==> src/hw/rtl/assert_macros.svh <==
// Assertion helpers for the RTL.
`ifndef ASSERT_MACROS_SVH
`define ASSERT_MACROS_SVH

`ifndef SYNTHESIS
`define TVRBC_ASSERT_NEXT(lbl, clk, rst_n, ante, cons) \
  lbl: assert property (@(posedge clk) disable iff (!rst_n) (ante) |=> (cons)) \
    else $error("tvrbc assertion failed");
`define TVRBC_ASSERT_NOW(lbl, clk, rst_n, ante, cons) \
  lbl: assert property (@(posedge clk) disable iff (!rst_n) (ante) |-> (cons)) \
    else $error("tvrbc assertion failed");
`else
`define TVRBC_ASSERT_NEXT(lbl, clk, rst_n, ante, cons)
`define TVRBC_ASSERT_NOW(lbl, clk, rst_n, ante, cons)
`endif

`endif

==> src/hw/rtl/tvrbc_pkg.sv <==
package tvrbc_pkg;

  localparam int MAX_ROUNDS = 64;
  localparam int RW         = $clog2(MAX_ROUNDS + 1);
  localparam int NUM_CELLS  = MAX_ROUNDS;
  localparam int ADDR_W     = 5;
  localparam int IDX_W      = 3;

  localparam logic [31:0] TEA_DELTA = 32'h9e37_79b9;

  localparam logic [IDX_W-1:0] REG_KEY0   = 3'd0;
  localparam logic [IDX_W-1:0] REG_KEY1   = 3'd1;
  localparam logic [IDX_W-1:0] REG_KEY2   = 3'd2;
  localparam logic [IDX_W-1:0] REG_KEY3   = 3'd3;
  localparam logic [IDX_W-1:0] REG_ROUNDS = 3'd4;

  typedef logic [3:0][31:0] key_t;

  typedef struct packed {
    logic          valid;
    logic          enc;
    logic [RW-1:0] rem;
    logic [31:0]   sum;
    logic [31:0]   y;
    logic [31:0]   z;
  } word_t;

  function automatic logic [31:0] mix(input logic [31:0] x, input logic [31:0] sum,
                                      input logic [31:0] kw);
    mix = ((x << 4) ^ (x >> 5)) + (x ^ sum) + kw;
  endfunction

endpackage

==> src/hw/rtl/tvrbc_half.sv <==
`include "assert_macros.svh"

module tvrbc_half (
  input  logic             clk,
  input  logic             rst_n,
  input  logic             en,
  input  logic             second,
  input  tvrbc_pkg::key_t  key,
  input  tvrbc_pkg::word_t d,
  output tvrbc_pkg::word_t q
);

  tvrbc_pkg::word_t q_r;
  tvrbc_pkg::word_t q_nxt;

  logic        is_a;
  logic        active;
  logic [31:0] src;
  logic [31:0] tgt;
  logic [1:0]  kidx;
  logic [31:0] m;
  logic [31:0] tgt_new;

  // enc: A then B; dec: B then A
  always_comb begin
    is_a    = d.enc ^ second;
    active  = (d.rem != '0);
    src     = is_a ? d.z : d.y;
    tgt     = is_a ? d.y : d.z;
    kidx    = is_a ? d.sum[1:0] : d.sum[12:11];
    m       = tvrbc_pkg::mix(src, d.sum, key[kidx]);
    tgt_new = d.enc ? (tgt + m) : (tgt - m);

    q_nxt = d;
    if (active) begin
      if (is_a) begin
        q_nxt.y = tgt_new;
      end else begin
        q_nxt.z = tgt_new;
      end
      if (!second) begin
        q_nxt.sum = d.enc ? (d.sum + tvrbc_pkg::TEA_DELTA) : (d.sum - tvrbc_pkg::TEA_DELTA);
      end else begin
        q_nxt.rem = d.rem - {{(tvrbc_pkg::RW-1){1'b0}}, 1'b1};
      end
    end
  end

  always_ff @(posedge clk) begin
    if (en) begin
      q_r.enc <= q_nxt.enc;
      q_r.rem <= q_nxt.rem;
      q_r.sum <= q_nxt.sum;
      q_r.y   <= q_nxt.y;
      q_r.z   <= q_nxt.z;
    end
    if (!rst_n) begin
      q_r.valid <= 1'b0;
    end else if (en) begin
      q_r.valid <= q_nxt.valid;
    end
  end

  assign q = q_r;

  `TVRBC_ASSERT_NEXT(a_idle_pass, clk, rst_n, en && (d.rem == '0),
    q.y == $past(d.y) && q.z == $past(d.z) && q.sum == $past(d.sum))
  `TVRBC_ASSERT_NEXT(a_hold, clk, rst_n, !en,
    $stable(q.y) && $stable(q.z) && $stable(q.rem))
  `TVRBC_ASSERT_NEXT(a_sum_first, clk, rst_n, en && second, q.sum == $past(d.sum))

endmodule

==> src/hw/rtl/tvrbc_cell.sv <==
module tvrbc_cell (
  input  logic             clk,
  input  logic             rst_n,
  input  logic             en,
  input  tvrbc_pkg::key_t  key,
  input  tvrbc_pkg::word_t d,
  output tvrbc_pkg::word_t q
);

  tvrbc_pkg::word_t mid;

  tvrbc_half u_first (
    .clk    (clk),
    .rst_n  (rst_n),
    .en     (en),
    .second (1'b0),
    .key    (key),
    .d      (d),
    .q      (mid)
  );

  tvrbc_half u_second (
    .clk    (clk),
    .rst_n  (rst_n),
    .en     (en),
    .second (1'b1),
    .key    (key),
    .d      (mid),
    .q      (q)
  );

endmodule

==> config.mk <==
export PLATFORM = sky130hd
export DESIGN_NAME = tvrbc_cell
export DESIGN_NICKNAME = d
export VERILOG_FILES = /design/src/hw/rtl/tvrbc_pkg.sv /design/src/hw/rtl/tvrbc_half.sv /design/src/hw/rtl/tvrbc_cell.sv
export VERILOG_INCLUDE_DIRS = /design/src /design/src/hw/rtl
export SDC_FILE = /design/constraint.sdc
export NUM_CORES = 1
export LEC_CHECK = 0
export BUFFER_PORTS_ARGS = -buffer_cell sky130_fd_sc_hd__buf_4
export CORE_ASPECT_RATIO = 1.1
export CORE_MARGIN = 5
export CORE_UTILIZATION = 38
export CTS_BUF_LIST = sky130_fd_sc_hd__clkbuf_16
export DETAILED_ROUTE_END_ITERATION = 16
export PLACE_DENSITY_LB_ADDON = 0.3
export SLEW_MARGIN = 15
export SYNTH_ARGS = -nofsm -noshare
export SYNTH_HDL_FRONTEND = slang
export SYNTH_SLANG_ARGS = --single-unit
==> constraint.sdc <==
create_clock -name clk -period 13.21 [get_ports clk]
set_clock_uncertainty 0.15 [all_clocks]
set_input_delay 3.3025 -clock clk [delete_from_list [all_inputs] [get_ports clk]]
set_output_delay 3.3025 -clock clk [all_outputs]
set_load 0.01 [all_outputs]
======== Yosys cells after proc, flatten, opt, wreduce, memory -nomap -nowiden ========
Cells that the tools add are included.
W data, S select, Z words.
storage, ports and cells
  register bits after elaboration ......... 210
  bits in latches ......................... 0
  RAM bits ................................ 0
  bits in read-only memories .............. 0
  bits of input ports ..................... 236
  output and inout port bits .............. 105
  word-level logic and storage cells ...... 50
  memories kept ........................... 0
cells by class
  add/sub/neg operators ................... 11
  multipliers ............................. 0
  divide/modulo/power cells ............... 0
  $lt $le $gt $ge ......................... 2
  equality and inequality tests ........... 0
  shifts and indexed selects .............. 0
  mux-type cells .......................... 19
  bitwise gates (word level) .............. 4
  reduce and logical (&&, ||, !) cells .... 2
operator list
  kind                      count
  $mux W32                  13
  $add A32 B32 Y32          6
  $bmux W32 S2              2
  $mux W103                 1
  $mux W96                  1
  $sub A32 B32 Y32          2
  $xor A32 B27 Y32          2
  $xor A32 B32 Y32          2
  $add A32 B32 Y32 const B  1
  $sub A32 B32 Y32 const B  1
  $reduce_bool A7 Y1        2
  $sub A7 B1 Y7 const B     1
  $lt A2 B3 Y1 const B      2
  $mux W2                   2

======== Depth between registers and ports, before layout ========
  depth in word-level cells ............... 8
  gate-level depth with buffers ........... 31
  mapped depth without buffers ............ 28

======== Modules after synthesis ========
A second synthesis with hierarchy kept.
second synthesis, totals
  cells, all modules ...................... 2991
  area, all modules ....................... 26118.8 µm²
modules (own cells, without submodules)
  module                  instances  cells an instance  area each (µm²)  seq. area each (µm²)
  tvrbc_half at u_second  1          1549               13163.9          3143.0
  tvrbc_half at u_first   1          1440               12947.4          3143.0
  tvrbc_cell              1          2                  7.5              0.0

======== Worst setup path after synthesis ========
Ideal clock, no wire load.
  path kind ............................... input to register
  from .................................... input d[103] in the netlist's numbering
  to ...................................... register u_first.q_r, in the netlist u_first.q[31] (data pin)
  setup time .............................. 0.260 ns
  arrival ................................. 10.182 ns
  data required time ...................... 12.800 ns
  setup slack ............................. 2.618 ns
  stages .................................. 26
  buffers on the path ..................... 3
  cells stage by stage .................... clkbuf_1 -> mux2i_1 -> clkbuf_1 -> mux4_2 -> fa_1 -> ha_1 -> fa_1 -> a211oi_2 -> o21ai_1 -> a22o_1 -> or3_4 -> a222oi_1 -> and4_1 -> and2_2 -> buf_2 -> and3_1 -> a21oi_1 -> xor2_1 -> ha_1 -> a21oi_1 -> nor2b_1 -> o21ai_0 -> o2111ai_1 -> a21oi_1 -> xnor3_1 -> mux2_4
RTL lines
  what             line              text
  start, declared  tvrbc_cell.sv:6   input tvrbc_pkg::word_t d,
  end, declared    tvrbc_half.sv:13  tvrbc_pkg::word_t q_r;

==> results.yml <==
status:
  outcome: "complete, no violations"
detailed_routing:
  drc: 0
  via_per_inst: 5.65
  drt_wl_total_mm: 85.9
  drt_iter0_drc: 1473
  postRouteAntennaNets: 0
  wl_per_cell_um: 23.0
  drt_first_pass_iters: 5
  vias: 21100
clock_network:
  cts_buffer_depth: 3
  clk_pin_slew_ps: 70
  cts_setup_buffers: 0
  cts_tree: "built"
  cts_made_buffers: 19
  clk_latency_ps: 510
  hold_buffers: 0
  cts_resized: 0
  clock_tree.htree_level_count: 1
  clock-sinks: 210
  cts_root_buf: "clkbuf_16"
setup_path:
  path_max_fanout: 22
  slowest_delay_ps: 940
  crit_path_top_delay_cell: "mux2i_4"
  crit_path_cell_trace: "buf_4 -> mux2i_4 -> mux4_2 -> fa_1 -> ha_1 -> fa_1 -> a21o_2 -> a21oi_1 -> xnor2_1 -> nor4_1 -> a21oi_1 -> xnor2_1 -> ha_1 -> a21o_1 -> a221oi_1 -> o21ai_0 -> o31ai_1 -> o2111ai_1 -> nand3_1 -> o2111ai_1 -> a21oi_1 -> xnor3_1 -> mux2_4"
  cp-end-kind: "register"
  crit_path_frequent_cell: "a21oi_1"
  cp.required_ps: 13320
  startpoint_type: "primary input"
  crit_type: "in -> reg"
  arrival_ps: 10820
die:
  start_util_pct: 38.4
  die-area_sq_um: 68200
  die_x_um: 249
  fp.dieH_um: 273
  rows: 96
  io_pins: 341
  fp.coreArea_sq_um: 62500
yosys:
  synth_ff_type: "edfxtp_1"
  yosysSeqAreaShare_pct: 26.2
  synth_largest_area_cell: "edfxtp_1"
  synth_edf_count: 208
  synth_area_per_cell_sq_um: 9.18
  synth-seq-cells: 210
  synthDistinctLibCells: 92
  synth.area.top_cells: "edfxtp_1 (26%), ha_1 (8.1%), mux4_2 (6.0%)"
  synthArstFlopShare_pct: 0
  syn_inst: 2610
  yosysTopAreaCellShare_pct: 26.1
  syn_nets: 3069
  synth-warning-count: 0
  syn-cell-area_sq_um: 24000
placement:
  portBuffers: 340
  post-place-ws_ps: 1930
  dp_hpwl_mm: 72.6
  gp_congestion: 0.953
cells_and_area:
  fill_cells: 5993
  diodes: 0
  area_growth_pct: 16.6
  final_util_pct: 44.7
  drive_gt1_share_pct: 19.4
  mostFrequentLayoutCell: "buf_4"
  fin_nets: 3352
  final_cell_mix: "buf_4 (356), nand2_1 (237), inv_1 (215)"
grt:
  grt_pass1_vias: 21300
  grt_pass1_wl_mm: 127
  grt_overflow_total: 0
  antenna_found_initial: 2
  grt_use_total_pct: 23.9
  grt_max_degree: 82
sta:
  setup-tns-final_ps: 0
  hold_viol: 0
  relSlewSlack_pct: 27.8
  worst_slack_ps: 2500
  finalCritPeriodShare_pct: 81.1
  fin_crit_ps: 10710
  setup_viol: 0
  clock.fmax_mhz: 93.4
  drv_slew: 0
  tightest_slew_ps: 1060
  grt_setup_unrepaired: "no"
  worst_hold_slack_ps: 322
min_path:
  hp-class: "reg -> reg"
run:
  maxCapViolations: 0
[stage by stage]
step | area [sq um] | cells
detailed placement | 27400 | 3705
finish | 27900 | 3736
global route | 27900 | 3736
floorplan | 24000 | 2610
global placement | 27400 | 3705
CTS | 27900 | 3736
[flip-flops by register name (all words and copies together) (netlist names)]
signal,count
u_first.q,105
u_second.q,105
[routing by layer]
| layer | part of all wire (%) | GRT usage [%] |
|---|---|---|
| met1 | 43 | 32.5 |
| met2 | 49 | 41.9 |
| met3 | 6.0 | 2.27 |
| met4 | 1.9 | 4.97 |
| met5 | 0 | 0 |
[synth_stat cells, drive strengths merged, types with 17 or more instances]
master  instances
fa             67
a21o           70
o21bai         17
a211oi         27
clkbuf         79
edfxtp        208
nand2         240
and3           21
nand4          24
nand3          45
nand2b         21
nor2b          17
nor4           18
mux2           71
nor3           41
o21ai         220
xnor2         158
xor2          160
inv           214
ha            156
o21a           20
mux2i          71
nor2          141
mux4           64
a21oi         195
a31oi          31
o211ai         17
[critical path: cells and delay by family]
family                   cells  cell delay, ps
buffers and inverters        1             290
XOR/XNOR                     3             670
AO/OA/AOI/OAI               10            2470
AND/OR/NAND/NOR              2             780
multiplexers                 3            1660
adder cells (fa/ha/maj)      4            1630
[final timing paths]
path	startpoint	to	slack (ps)	depth (start not counted)
max reg2reg	u_first.q[103]	u_second.q[63]	3040	27
min reg2reg	u_first.q[86]	u_second.q[86]	320	0
min	u_first.q[86]	u_second.q[86]	320	0
max	d[103]	u_first.q[31]	2500	23
[cell families (layout without fill, tap and decap cells)]
group / Yosys count / in the layout / share of synthesized area, %
AND/OR/NAND/NOR: 651 / 651 / 13.1
buffers and inverters: 309 / 602 / 4.93
multiplexers: 206 / 206 / 12.3
AO/OA/AOI/OAI: 691 / 691 / 17.8
XOR/XNOR: 320 / 320 / 11.8
adder cells (fa/ha/maj): 223 / 223 / 13.7
flip-flops: 210 / 210 / 26.2
[cell type report]
cell class | instances | area [sq um] | share of cell area (%)
clock buffer | 19 | 475 | 1.70
clock inverter | 12 | 92.6 | 0.331
inverter | 214 | 803 | 2.88
multi-input combinational | 2091 | 16600 | 59.2
sequential | 210 | 6290 | 22.5
tap | 833 | 1040 | 3.73
timing repair buffer | 357 | 2690 | 9.61
Power is left out: the tool's default activity adds up to more than one toggle a clock period on the data nets, which glitch-free logic cannot reach.
